==> config.mk <==
export PLATFORM = sky130hd
export DESIGN_NAME = touch_pen_event_and_scaling
export DESIGN_NICKNAME = d
export VERILOG_FILES = /design/src/sv/tpes_pkg.sv /design/src/sv/tpes_div.sv /design/src/sv/touch_pen_event_and_scaling.sv
export SDC_FILE = /design/constraint.sdc
export NUM_CORES = 1
export LEC_CHECK = 0
export ABC_AREA = 1
export BUFFER_PORTS_ARGS = -buffer_cell sky130_fd_sc_hd__buf_4
export CAP_MARGIN = 20
export CORE_ASPECT_RATIO = 1.5
export CORE_MARGIN = 2
export CORE_UTILIZATION = 40
export DETAILED_ROUTE_END_ITERATION = 10
export PLACE_DENSITY = 0.62
export SYNTH_ARGS = -nofsm -noshare
export SYNTH_HDL_FRONTEND = slang
export SYNTH_HIERARCHICAL = 1
export SYNTH_SLANG_ARGS = --single-unit
==> constraint.sdc <==
create_clock -name clk_i -period 2.6 [get_ports clk_i]
set_clock_uncertainty 0.2 [all_clocks]
set_input_delay 0.39 -clock clk_i [delete_from_list [all_inputs] [get_ports clk_i]]
set_output_delay 0.39 -clock clk_i [all_outputs]
set_load 0.005 [all_outputs]
==> src/sv/tpes_pkg.sv <==
`default_nettype none

package tpes_pkg;

  // Field and datapath widths
  localparam int unsigned RawW   = 16;
  localparam int unsigned OffW   = 17;
  localparam int unsigned ScaleW = 12;
  localparam int unsigned DiffW  = 18;  // raw - offset, signed
  localparam int unsigned MagW   = 17;  // |raw - offset|
  localparam int unsigned CoordW = 20;  // signed working width for clamping
  localparam int unsigned XW     = 9;
  localparam int unsigned YW     = 8;
  localparam int unsigned CfgIdxW = 2;
  localparam int unsigned CfgDataW = 17;

  // Default screen geometry
  localparam int unsigned DefScreenWidth  = 320;
  localparam int unsigned DefScreenHeight = 240;

  // Configuration register indexes
  localparam logic [CfgIdxW-1:0] CfgOffsetX = 2'd0;
  localparam logic [CfgIdxW-1:0] CfgOffsetY = 2'd1;
  localparam logic [CfgIdxW-1:0] CfgScaleX  = 2'd2;
  localparam logic [CfgIdxW-1:0] CfgScaleY  = 2'd3;

  // Pen event codes
  typedef enum logic [1:0] {
    EV_NONE    = 2'd0,
    EV_PRESS   = 2'd1,
    EV_HOLD    = 2'd2,
    EV_RELEASE = 2'd3
  } pen_event_e;

  // Divider status toward the sequencer
  typedef struct packed {
    logic busy;
    logic done;
  } div_stat_t;

endpackage

`default_nettype wire

==> src/sv/tpes_div.sv <==
`default_nettype none

// Restoring unsigned divider, one quotient bit per cycle.
module tpes_div (
  input  wire logic                              clk_i,
  input  wire logic                              rst_ni,
  input  wire logic                              start_i,
  input  wire logic [tpes_pkg::MagW-1:0]         dividend_i,
  input  wire logic [tpes_pkg::ScaleW-1:0]       divisor_i,
  output tpes_pkg::div_stat_t                    stat_o,
  output logic      [tpes_pkg::MagW-1:0]         quotient_o
);

  localparam int unsigned CntW = $clog2(tpes_pkg::MagW + 1);

  logic [CntW-1:0]                cnt_q;
  logic                           busy_q;
  logic                           done_q;
  logic [tpes_pkg::MagW-1:0]      dvd_q;
  logic [tpes_pkg::ScaleW-1:0]    dsr_q;
  logic [tpes_pkg::ScaleW-1:0]    rem_q;
  logic [tpes_pkg::ScaleW-1:0]    rem_d;
  logic [tpes_pkg::ScaleW:0]      trial;
  logic [tpes_pkg::ScaleW:0]      trial_sub;
  logic                           ge;

  // Shift in next dividend bit and try a subtract
  always_comb begin
    trial     = {rem_q, dvd_q[tpes_pkg::MagW-1]};
    ge        = (trial >= {1'b0, dsr_q});
    trial_sub = trial - {1'b0, dsr_q};
    rem_d     = ge ? trial_sub[tpes_pkg::ScaleW-1:0] : trial[tpes_pkg::ScaleW-1:0];
  end

  // Control
  always_ff @(posedge clk_i or negedge rst_ni) begin
    if (!rst_ni) begin
      cnt_q  <= '0;
      busy_q <= 1'b0;
      done_q <= 1'b0;
    end else begin
      done_q <= 1'b0;
      if (start_i) begin
        cnt_q  <= CntW'(tpes_pkg::MagW);
        busy_q <= 1'b1;
      end else if (busy_q) begin
        cnt_q <= cnt_q - 1'b1;
        if (cnt_q == CntW'(1)) begin
          busy_q <= 1'b0;
          done_q <= 1'b1;
        end
      end
    end
  end

  // Datapath: quotient bits shift into the dividend register
  always_ff @(posedge clk_i) begin
    if (start_i) begin
      dvd_q <= dividend_i;
      dsr_q <= divisor_i;
      rem_q <= '0;
    end else if (busy_q) begin
      rem_q <= rem_d;
      dvd_q <= {dvd_q[tpes_pkg::MagW-2:0], ge};
    end
  end

  assign stat_o.busy = busy_q;
  assign stat_o.done = done_q;
  assign quotient_o  = dvd_q;

endmodule

`default_nettype wire

==> src/sv/touch_pen_event_and_scaling.sv <==
`default_nettype none

// Channel | Direction | Handshake                 | Payload
// in      | input     | in_valid_i / in_ready_o   | pen_down_i, raw_x_i, raw_y_i
// out     | output    | out_valid_o / out_ready_i | screen_x_o, screen_y_o, pen_event_o
// cfg     | input     | cfg_valid_i / cfg_ready_o | cfg_index_i, cfg_data_i
//
// A pen-up sample (none or release) is answered in the cycle after acceptance from the held coordinates.
// A press or hold sample goes through setup and two runs of the shared serial divider
// (X then Y), each followed by a quotient capture and a clamp, then output.
// Reset clears state, pen level, last coordinates and registers (offsets 0, scales 1).
// A request is taken only when the sequencer is idle and the result register is free
// or being drained; a stalled result holds the block at its final step.
module touch_pen_event_and_scaling #(
  parameter int unsigned SCREEN_WIDTH  = tpes_pkg::DefScreenWidth,
  parameter int unsigned SCREEN_HEIGHT = tpes_pkg::DefScreenHeight
) (
  input  wire logic                            clk_i,
  input  wire logic                            rst_ni,
  input  wire logic                            in_valid_i,
  output logic                                 in_ready_o,
  input  wire logic                            pen_down_i,
  input  wire logic [tpes_pkg::RawW-1:0]       raw_x_i,
  input  wire logic [tpes_pkg::RawW-1:0]       raw_y_i,
  output logic                                 out_valid_o,
  input  wire logic                            out_ready_i,
  output logic      [tpes_pkg::XW-1:0]         screen_x_o,
  output logic      [tpes_pkg::YW-1:0]         screen_y_o,
  output logic      [1:0]                      pen_event_o,
  input  wire logic                            cfg_valid_i,
  output logic                                 cfg_ready_o,
  input  wire logic [tpes_pkg::CfgIdxW-1:0]    cfg_index_i,
  input  wire logic [tpes_pkg::CfgDataW-1:0]   cfg_data_i
);

  localparam int unsigned CW = tpes_pkg::CoordW;
  localparam logic signed [CW-1:0] XLim = CW'(SCREEN_WIDTH - 1);
  localparam logic signed [CW-1:0] YLim = CW'(SCREEN_HEIGHT - 1);
  localparam logic signed [CW-1:0] XTop = CW'(SCREEN_WIDTH);

  typedef enum logic [2:0] {
    S_IDLE,
    S_START_X,
    S_WAIT_X,
    S_CLAMP_X,
    S_WAIT_Y,
    S_CLAMP_Y,
    S_OUT
  } state_e;

  state_e                              state_q;
  logic                                prev_pen_q;
  logic [tpes_pkg::XW-1:0]             last_x_q;
  logic [tpes_pkg::YW-1:0]             last_y_q;
  tpes_pkg::pen_event_e                ev_q;
  logic                                out_valid_q;
  logic [tpes_pkg::XW-1:0]             out_x_q;
  logic [tpes_pkg::YW-1:0]             out_y_q;
  tpes_pkg::pen_event_e                out_ev_q;

  logic signed [tpes_pkg::OffW-1:0]    offset_x_q;
  logic signed [tpes_pkg::OffW-1:0]    offset_y_q;
  logic [tpes_pkg::ScaleW-1:0]         scale_x_q;
  logic [tpes_pkg::ScaleW-1:0]         scale_y_q;

  logic signed [tpes_pkg::DiffW-1:0]   diff_x_q;
  logic signed [tpes_pkg::DiffW-1:0]   diff_y_q;
  logic signed [tpes_pkg::DiffW-1:0]   quot_q;

  tpes_pkg::pen_event_e                ev_d;
  logic                                in_fire;
  logic                                out_free;
  logic                                touch_ev;
  logic signed [tpes_pkg::DiffW-1:0]   div_diff;
  logic signed [tpes_pkg::DiffW-1:0]   div_neg;
  logic [tpes_pkg::MagW-1:0]           div_mag;
  logic [tpes_pkg::ScaleW-1:0]         div_dsr;
  logic                                div_start;
  tpes_pkg::div_stat_t                 div_stat;
  logic [tpes_pkg::MagW-1:0]           div_quot;
  logic signed [tpes_pkg::DiffW-1:0]   quot_signed;
  logic signed [tpes_pkg::DiffW-1:0]   quot_neg;
  logic signed [CW-1:0]                quot_ext;
  logic signed [CW-1:0]                x_full;
  logic signed [CW-1:0]                x_sat;
  logic signed [CW-1:0]                y_sat;
  logic scale_zero;

  // Handshake
  assign out_free    = !out_valid_q || out_ready_i;
  assign in_ready_o  = (state_q == S_IDLE) && out_free;
  assign in_fire     = in_valid_i && in_ready_o;
  assign cfg_ready_o = 1'b1;

  // Pen event from previous and current level
  always_comb begin
    unique case ({prev_pen_q, pen_down_i})
      2'b00:   ev_d = tpes_pkg::EV_NONE;
      2'b01:   ev_d = tpes_pkg::EV_PRESS;
      2'b11:   ev_d = tpes_pkg::EV_HOLD;
      default: ev_d = tpes_pkg::EV_RELEASE;
    endcase
    touch_ev = (ev_d == tpes_pkg::EV_PRESS) || (ev_d == tpes_pkg::EV_HOLD);
  end

  // Divider operand select: X in S_START_X, Y in S_CLAMP_X
  always_comb begin
    div_start = (state_q == S_START_X) || (state_q == S_CLAMP_X);
    div_diff  = (state_q == S_START_X) ? diff_x_q : diff_y_q;
    div_dsr   = (state_q == S_START_X) ? scale_x_q : scale_y_q;
    div_neg   = -div_diff;
    div_mag   = div_diff[tpes_pkg::DiffW-1] ? div_neg[tpes_pkg::MagW-1:0]
                                            : div_diff[tpes_pkg::MagW-1:0];
  end

  tpes_div u_div (
    .clk_i      (clk_i),
    .rst_ni     (rst_ni),
    .start_i    (div_start),
    .dividend_i (div_mag),
    .divisor_i  (div_dsr),
    .stat_o     (div_stat),
    .quotient_o (div_quot)
  );

  // Restore sign of the quotient (truncation toward zero)
  always_comb begin
    quot_neg    = -signed'({1'b0, div_quot});
    quot_signed = ((state_q == S_WAIT_X) ? diff_x_q[tpes_pkg::DiffW-1]
                                         : diff_y_q[tpes_pkg::DiffW-1])
                  ? quot_neg : signed'({1'b0, div_quot});
  end

  // Mirror and saturate
  always_comb begin
    quot_ext = {{(CW - tpes_pkg::DiffW){quot_q[tpes_pkg::DiffW-1]}}, quot_q};
    x_full   = XTop - quot_ext;
    priority if (x_full < 0)    x_sat = '0;
    else if (x_full > XLim)     x_sat = XLim;
    else                        x_sat = x_full;
    priority if (quot_ext < 0)  y_sat = '0;
    else if (quot_ext > YLim)   y_sat = YLim;
    else                        y_sat = quot_ext;
  end

  // Configuration registers; a zero scale acts as one
  assign scale_zero = (cfg_data_i[tpes_pkg::ScaleW-1:0] == '0);

  always_ff @(posedge clk_i or negedge rst_ni) begin
    if (!rst_ni) begin
      offset_x_q <= '0;
      offset_y_q <= '0;
      scale_x_q  <= tpes_pkg::ScaleW'(1);
      scale_y_q  <= tpes_pkg::ScaleW'(1);
    end else if (cfg_valid_i && cfg_ready_o) begin
      unique case (cfg_index_i)
        tpes_pkg::CfgOffsetX: offset_x_q <= signed'(cfg_data_i);
        tpes_pkg::CfgOffsetY: offset_y_q <= signed'(cfg_data_i);
        tpes_pkg::CfgScaleX:  scale_x_q  <= scale_zero ? tpes_pkg::ScaleW'(1)
                                                       : cfg_data_i[tpes_pkg::ScaleW-1:0];
        tpes_pkg::CfgScaleY:  scale_y_q  <= scale_zero ? tpes_pkg::ScaleW'(1)
                                                       : cfg_data_i[tpes_pkg::ScaleW-1:0];
        default: ;
      endcase
    end
  end

  // Offset subtraction captured with the request
  always_ff @(posedge clk_i) begin
    if (in_fire) begin
      diff_x_q <= signed'({2'b00, raw_x_i}) -
                  {offset_x_q[tpes_pkg::OffW-1], offset_x_q};
      diff_y_q <= signed'({2'b00, raw_y_i}) -
                  {offset_y_q[tpes_pkg::OffW-1], offset_y_q};
    end
    if (div_stat.done) begin
      quot_q <= quot_signed;
    end
  end

  // Sequencer, held coordinates and result register
  always_ff @(posedge clk_i or negedge rst_ni) begin
    if (!rst_ni) begin
      state_q     <= S_IDLE;
      prev_pen_q  <= 1'b0;
      last_x_q    <= '0;
      last_y_q    <= '0;
      ev_q        <= tpes_pkg::EV_NONE;
      out_valid_q <= 1'b0;
      out_x_q     <= '0;
      out_y_q     <= '0;
      out_ev_q    <= tpes_pkg::EV_NONE;
    end else begin
      if (out_valid_q && out_ready_i) begin
        out_valid_q <= 1'b0;
      end
      unique case (state_q)
        S_IDLE: begin
          if (in_fire) begin
            prev_pen_q <= pen_down_i;
            ev_q       <= ev_d;
            if (touch_ev) begin
              state_q <= S_START_X;
            end else begin
              out_valid_q <= 1'b1;
              out_x_q     <= last_x_q;
              out_y_q     <= last_y_q;
              out_ev_q    <= ev_d;
            end
          end
        end
        S_START_X: state_q <= S_WAIT_X;
        S_WAIT_X: begin
          if (div_stat.done) state_q <= S_CLAMP_X;
        end
        S_CLAMP_X: begin
          last_x_q <= x_sat[tpes_pkg::XW-1:0];
          state_q  <= S_WAIT_Y;
        end
        S_WAIT_Y: begin
          if (div_stat.done) state_q <= S_CLAMP_Y;
        end
        S_CLAMP_Y: begin
          last_y_q <= y_sat[tpes_pkg::YW-1:0];
          state_q  <= S_OUT;
        end
        S_OUT: begin
          if (out_free) begin
            out_valid_q <= 1'b1;
            out_x_q     <= last_x_q;
            out_y_q     <= last_y_q;
            out_ev_q    <= ev_q;
            state_q     <= S_IDLE;
          end
        end
        default: state_q <= S_IDLE;
      endcase
    end
  end

  assign out_valid_o = out_valid_q;
  assign screen_x_o  = out_x_q;
  assign screen_y_o  = out_y_q;
  assign pen_event_o = out_ev_q;

  // The divider only runs while the sequencer waits on it
  a_div_owned: assert property (@(posedge clk_i) disable iff (!rst_ni)
    div_stat.busy |-> (state_q == S_WAIT_X) || (state_q == S_WAIT_Y))
    else $error("divider busy outside a wait state");

  // A pen-up request is answered on the next cycle with the held coordinates
  a_pen_up_fast: assert property (@(posedge clk_i) disable iff (!rst_ni)
    (in_fire && !touch_ev) |=> out_valid_o && (screen_x_o == $past(last_x_q))
                               && (screen_y_o == $past(last_y_q)))
    else $error("pen-up result not issued from held coordinates");

  // Emitted X never exceeds the right edge when the field can hold it
  a_x_range: assert property (@(posedge clk_i) disable iff (!rst_ni)
    out_valid_o |-> (SCREEN_WIDTH > (1 << tpes_pkg::XW)) ||
                    ({{(CW - tpes_pkg::XW){1'b0}}, screen_x_o} <= XLim))
    else $error("screen_x beyond screen width");

  // A touch result carries press or hold
  a_touch_event: assert property (@(posedge clk_i) disable iff (!rst_ni)
    (state_q == S_OUT && out_free) |=>
      out_valid_o && ((pen_event_o == tpes_pkg::EV_PRESS) ||
                      (pen_event_o == tpes_pkg::EV_HOLD)))
    else $error("touch result with wrong pen event");

endmodule

`default_nettype wire

# Word level (Yosys, flattened, before mapping)
# Index checks and enable logic that the tools add are counted.
[word_totals] regBits=203 in_bits=57 out_inout_bits=22 elab_cells=120
[op_classes] add_sub_neg=7 n_lt_le_gt_ge=5 n_eq_ne=20 mux=45 reduce_logical=20
[ops] op="17-bit two-way mux" count=4
[ops] op="9-bit two-way mux" count=5
[ops] op="8-bit two-way mux" count=5
[ops] op="12-bit two-way mux" count=3
[ops] op="17-bit by 17-bit subtractor with 18-bit output" count=2
[ops] op="3-bit one-hot mux with 7 select lines" count=1
[ops] op="19-bit by 10-bit > comparator with 1-bit output, second input constant" count=1
[ops] op="19-bit by 1-bit less-than comparator with 1-bit output, second input constant" count=1
[ops] op="10-bit by 18-bit subtractor with 19-bit output, first input constant" count=1
[ops] op="18-bit by 9-bit > comparator with 1-bit output, second input constant" count=1
[ops] op="18-bit by 1-bit less-than comparator with 1-bit output, second input constant" count=1
[ops] op="18-bit two-way mux" count=1
[ops] op="17-bit negator with 18-bit output" count=1
[ops] op="9-bit one-hot mux with 2 select lines" count=1
[ops] op="17-bit negator" count=1
[ops] op="8-bit one-hot mux with 2 select lines" count=1
[ops] op="3-bit two-way mux" count=5
[ops] op="13-bit by 12-bit >= comparator with 1-bit output" count=1
[ops] op="12-bit zero test" count=1
[ops] op="12-bit subtractor" count=1
[ops] op="1-bit two-way mux" count=11
[ops] op="5-bit two-way mux" count=2
[ops] op="2-bit AND reduction" count=5
[ops] op="3-bit equality test, second input constant" count=3
[ops] op="other kinds (20)" count=38

# Depth between registers and ports, before layout
[depth] word_depth=7 mapped_depth=18 depth_no_buf=18

# By module
# The synthesis kept the hierarchy.
[by_module_without_submodules] module="touch_pen_event_and_scaling" instances=1 cells_each=1153 area_each_um2=9206.3 seq_area_each_um2=4151.5
[by_module_without_submodules] module="tpes_div" instances=1 cells_each=358 area_each_um2=2820.2 seq_area_each_um2=1286.2

# Least setup slack after synthesis
# No wires, ideal clock.
[synth_timing] path_kind="reg2reg" start="reg state_q[2]" end="reg u_div.dvd_q, in the netlist u_div/quotient_o[16], data pin" setup_ns=0.254 t_arrival_ns=2.292 required_ns=2.146 slack_ns=-0.146 path_stages_with_launch=16 n_path_buf=1 synth_period_minus_slack_ns=2.746 path_cell_list="dfrtp_1 nor2_4 nand2_4 buf_6 o21ai_2 ha_1 nand2_1 nor2_1 nand2_1 nor2_2 nand3_1 nand2_1 nand2_1 xor2_1 nand2_1 nand2_1"
[synth_between] elab_cells_between_ends=7 classes_between="1 x add/sub; 2 x eq/ne; 3 x mux; 1 x reduce/logical"
[synth_rtl] element="start: declaration" line="touch_pen_event_and_scaling.sv:51" text="state_e state_q;"
[synth_rtl] element="start signal: assignment" line="touch_pen_event_and_scaling.sv:184" text="state_q <= S_IDLE;"
[synth_rtl] element="start signal: assignment" line="touch_pen_event_and_scaling.sv:203" text="state_q <= S_START_X;"
[synth_rtl] element="start signal: assignment" line="touch_pen_event_and_scaling.sv:212" text="S_START_X: state_q <= S_WAIT_X;"
[synth_rtl] element="3-bit by 1-bit equality test with 1-bit output or 3-bit by 2-bit equality test with 1-bit output (tied branches)" line="touch_pen_event_and_scaling.sv:108" text="div_start = (state_q == S_START_X) || (state_q == S_CLAMP_X);"
[synth_rtl] element="1-bit logical OR *" line="touch_pen_event_and_scaling.sv:108"
[synth_rtl] element="net div_start" line="touch_pen_event_and_scaling.sv:78" text="logic div_start;"
[synth_rtl] element="17-bit two-way mux *" line="tpes_div.sv:58" text="if (start_i) begin"
[synth_rtl] element="end signal: assignment" line="tpes_div.sv:59" text="dvd_q <= dividend_i;"
[synth_rtl] element="end signal: assignment" line="tpes_div.sv:64" text="dvd_q <= {dvd_q[tpes_pkg::MagW-2:0], ge};"
[synth_rtl] element="end: declaration" line="tpes_div.sv:19" text="logic [tpes_pkg::MagW-1:0] dvd_q;"
# Mark *: on every way through the listed nets, which the timed path passes. The rest lies on a longest branch.
# A chain may end at the register's enable or synchronous reset.

# Worst setup path after layout
[layout_timing] start="reg state_q[2]" end="reg u_div.dvd_q, in the netlist u_div/quotient_o[11], data pin"
# Same word-level chain as after synthesis.

==> impl_metrics.env <==
export IMPL_status="finished, final reports clean"
export IMPL_io_buffers=77
export IMPL_top_layer="met4"
export IMPL_drt_first_pass_iters=5
export IMPL_drv_cap=0
export IMPL_hold_slack_ns=0.02464
export IMPL_hp_class="in -> reg"
export IMPL_die_w_um=145.5
export IMPL_vdd_ir_drop_max_mv=0.5308
export IMPL_coreArea_mm2=0.02958
export IMPL_tritoncts_num_buffers=22
export IMPL_grt_pass1_wl_um=47000
export IMPL_syn_nets=1623
export IMPL_final_cell_area_mm2=0.01439
export IMPL_syn_inst=1510
export IMPL_path_class="reg -> reg"
export IMPL_power_density_mw_per_mm2=1010
export IMPL_place_area_mm2=0.01340
export IMPL_avgRoutedWirePerCell_um=13.81
export IMPL_drive_gt1_share_pct=16.77
export IMPL_cp_arrival_ns=2.56
export IMPL_finalCritPeriodShare_pct=96.12
export IMPL_cts_htree_levels=1
export IMPL_dpl_hpwl_um=22190
export IMPL_met3_length_um=762
export IMPL_slowest_delay_ns=0.45
export IMPL_wirelength_um=28520
export IMPL_hold_viol_final=0
export IMPL_diodes=0
export IMPL_initialDrtViolationCount=391
export IMPL_path_buf_inv=2
export IMPL_grt_pass1_vias=9887
export IMPL_grtUsageTotal_pct=18.14
export IMPL_power_mw=14.53
export IMPL_rows=77
export IMPL_cts_sinks=203
export IMPL_dp_cells=2009
export IMPL_root_buffer="clkbuf_16"
export IMPL_drv_slew=0
export IMPL_layout_common_cells="nand2_1, inv_1, buf_4"
export IMPL_crit_path_start_kind="register"
export IMPL_clock_fmax_ghz=0.4002
export IMPL_worstSkewPairLatency_ns=0.51
export IMPL_ios=79
export IMPL_slowest_stage="dfrtp_2"
export IMPL_grt_start_max_net_pins=41
export IMPL_period_needed_ns=2.499
export IMPL_viasPerCell=4.765
export IMPL_drc_errors=0
export IMPL_cts_tree="yes"
export IMPL_cp_end_kind="register"
export IMPL_required_ns=2.66
export IMPL_gp_congestion=0.9643
export IMPL_ant_nets=0
export IMPL_fin_util_pct=48.64
export IMPL_final_nets=1767
export IMPL_die_y_um=216.3
export IMPL_grt_ovfl_total=0
export IMPL_worstMarginPinSlew_ns=0.5971
export IMPL_dieArea_mm2=0.03148
export IMPL_setup_viol=0
export IMPL_antenna_found_initial=0
export IMPL_synth_warnings=6
export IMPL_wl_met1_um=11210
export IMPL_crit_family="simple AND/OR/NAND/NOR gates"
export IMPL_clock_path_buffers=3
export IMPL_clk_pin_slew_worst_paths_ns=0.06
export IMPL_syn_avg_cell_area_um2=7.960
export IMPL_syn_area_mm2=0.01202
export IMPL_crit_path_cell_trace="nor2_4 -> nand2_4 -> buf_4 -> nand2_2 -> nand2_2 -> nor2_2 -> nand4_2 -> nor2_4 -> nand3_2 -> o21ai_2 -> xor2_1 -> inv_1 -> nand2_1 -> nand2_1"
export IMPL_wl_met2_um=15440
export IMPL_relSlewSlack_pct=60.19
export IMPL_final_common_cell="nand2_1"
export IMPL_fillers=2949
export IMPL_syn2layout_area_growth_pct=19.70
export IMPL_p_leak_nw=7.127
export IMPL_layoutNonFillerInstCount=2065
export IMPL_start_util_pct=40.64
export IMPL_cp_max_fo=12
export IMPL_via_count=9839
export IMPL_rsz0062_at_grt="true"
## sequential cells by signal, indices dropped and copies added (netlist names), 9 cells and up
| signal | flops |
|---|---|
| diff_x_q | 18 |
| diff_y_q | 18 |
| last_x_q | 9 |
| offset_x_q | 17 |
| offset_y_q | 17 |
| quot_q | 18 |
| scale_x_q | 12 |
| scale_y_q | 12 |
| screen_x_o | 9 |
| u_div/dsr_q | 12 |
| u_div/quotient_o | 17 |
| u_div/rem_q | 12 |
## repair_timing
| item | CTS | global route |
|---|---|---|
| gates resized for setup | 1 | 34 |
| hold buffers | 10 | 0 |
| endpoints found under the hold margin | 44 | 0 |
| buffers inserted | 0 | 5 |
| gates cloned | 0 | 1 |
| setup endpoints to repair | 2 | 28 |
| pin swaps | 0 | 5 |
## per-layer routing
layer / vias up / global-route usage [%]
li1: 5130 / -
met1: 4493 / 19.20
met2: 160 / 36.15
met3: 56 / 1.916
met4: 0 / 7.320
met5: - / 0
## worst register-to-register path: stages (launching register included)
cell	delay [ns]
dfrtp_2	0.45
nor2_4	0.12
nand2_4	0.12
buf_4	0.23
nand2_2	0.08
nand2_2	0.07
nor2_2	0.13
nand4_2	0.14
nor2_4	0.14
nand3_2	0.11
o21ai_2	0.14
xor2_1	0.17
inv_1	0.05
nand2_1	0.06
nand2_1	0.05
## path summary, 6_finish.rpt
kind / end / depth (start not counted) / slack, ns / startpoint
worst max-delay path: u_div/quotient_o[11] / 14 / 0.10 / state_q[2]
worst min-delay path: offset_x_q[3] / 3 / 0.02 / cfg_data_i[3]
worst max register to register: u_div/quotient_o[11] / 14 / 0.10 / state_q[2]
worst min register to register: u_div/rem_q[8] / 2 / 0.27 / u_div/rem_q[8]
max in group asynchronous: scale_x_q[9] / 3 / 1.33 / rst_ni
min in group asynchronous: screen_y_o[5] / 2 / 0.18 / rst_ni
## where the power goes
group | total [mW] | internal [mW] | switching [mW]
logic | 6.17 | 2.44 | 3.73
registers | 5.17 | 4.58 | 0.593
clock network | 3.18 | 1.86 | 1.32
## per-stage QoR
step / setup TNS [ns] / setup slack, ns
CTS: 0 / 0.002317
detailed placement: -0.6158 / -0.1332
global route: -0.1474 / -0.05491
finish: 0 / 0.1009
floorplan: -0.1265 / -0.09216
global placement: -0.3852 / -0.1205
## cell type report
type	instances	area [um2]	area share, %
Clock buffer	25	593.1	4.122
Multi-Input combinational cell	1061	5707	39.67
Tap cell	395	494.2	3.435
Timing Repair Buffer	153	1200	8.341
Sequential cell	203	5439	37.81
Inverter	213	803.3	5.584
Clock inverter	15	150.1	1.044
Note: power is estimated with default switching activity, not from simulation.
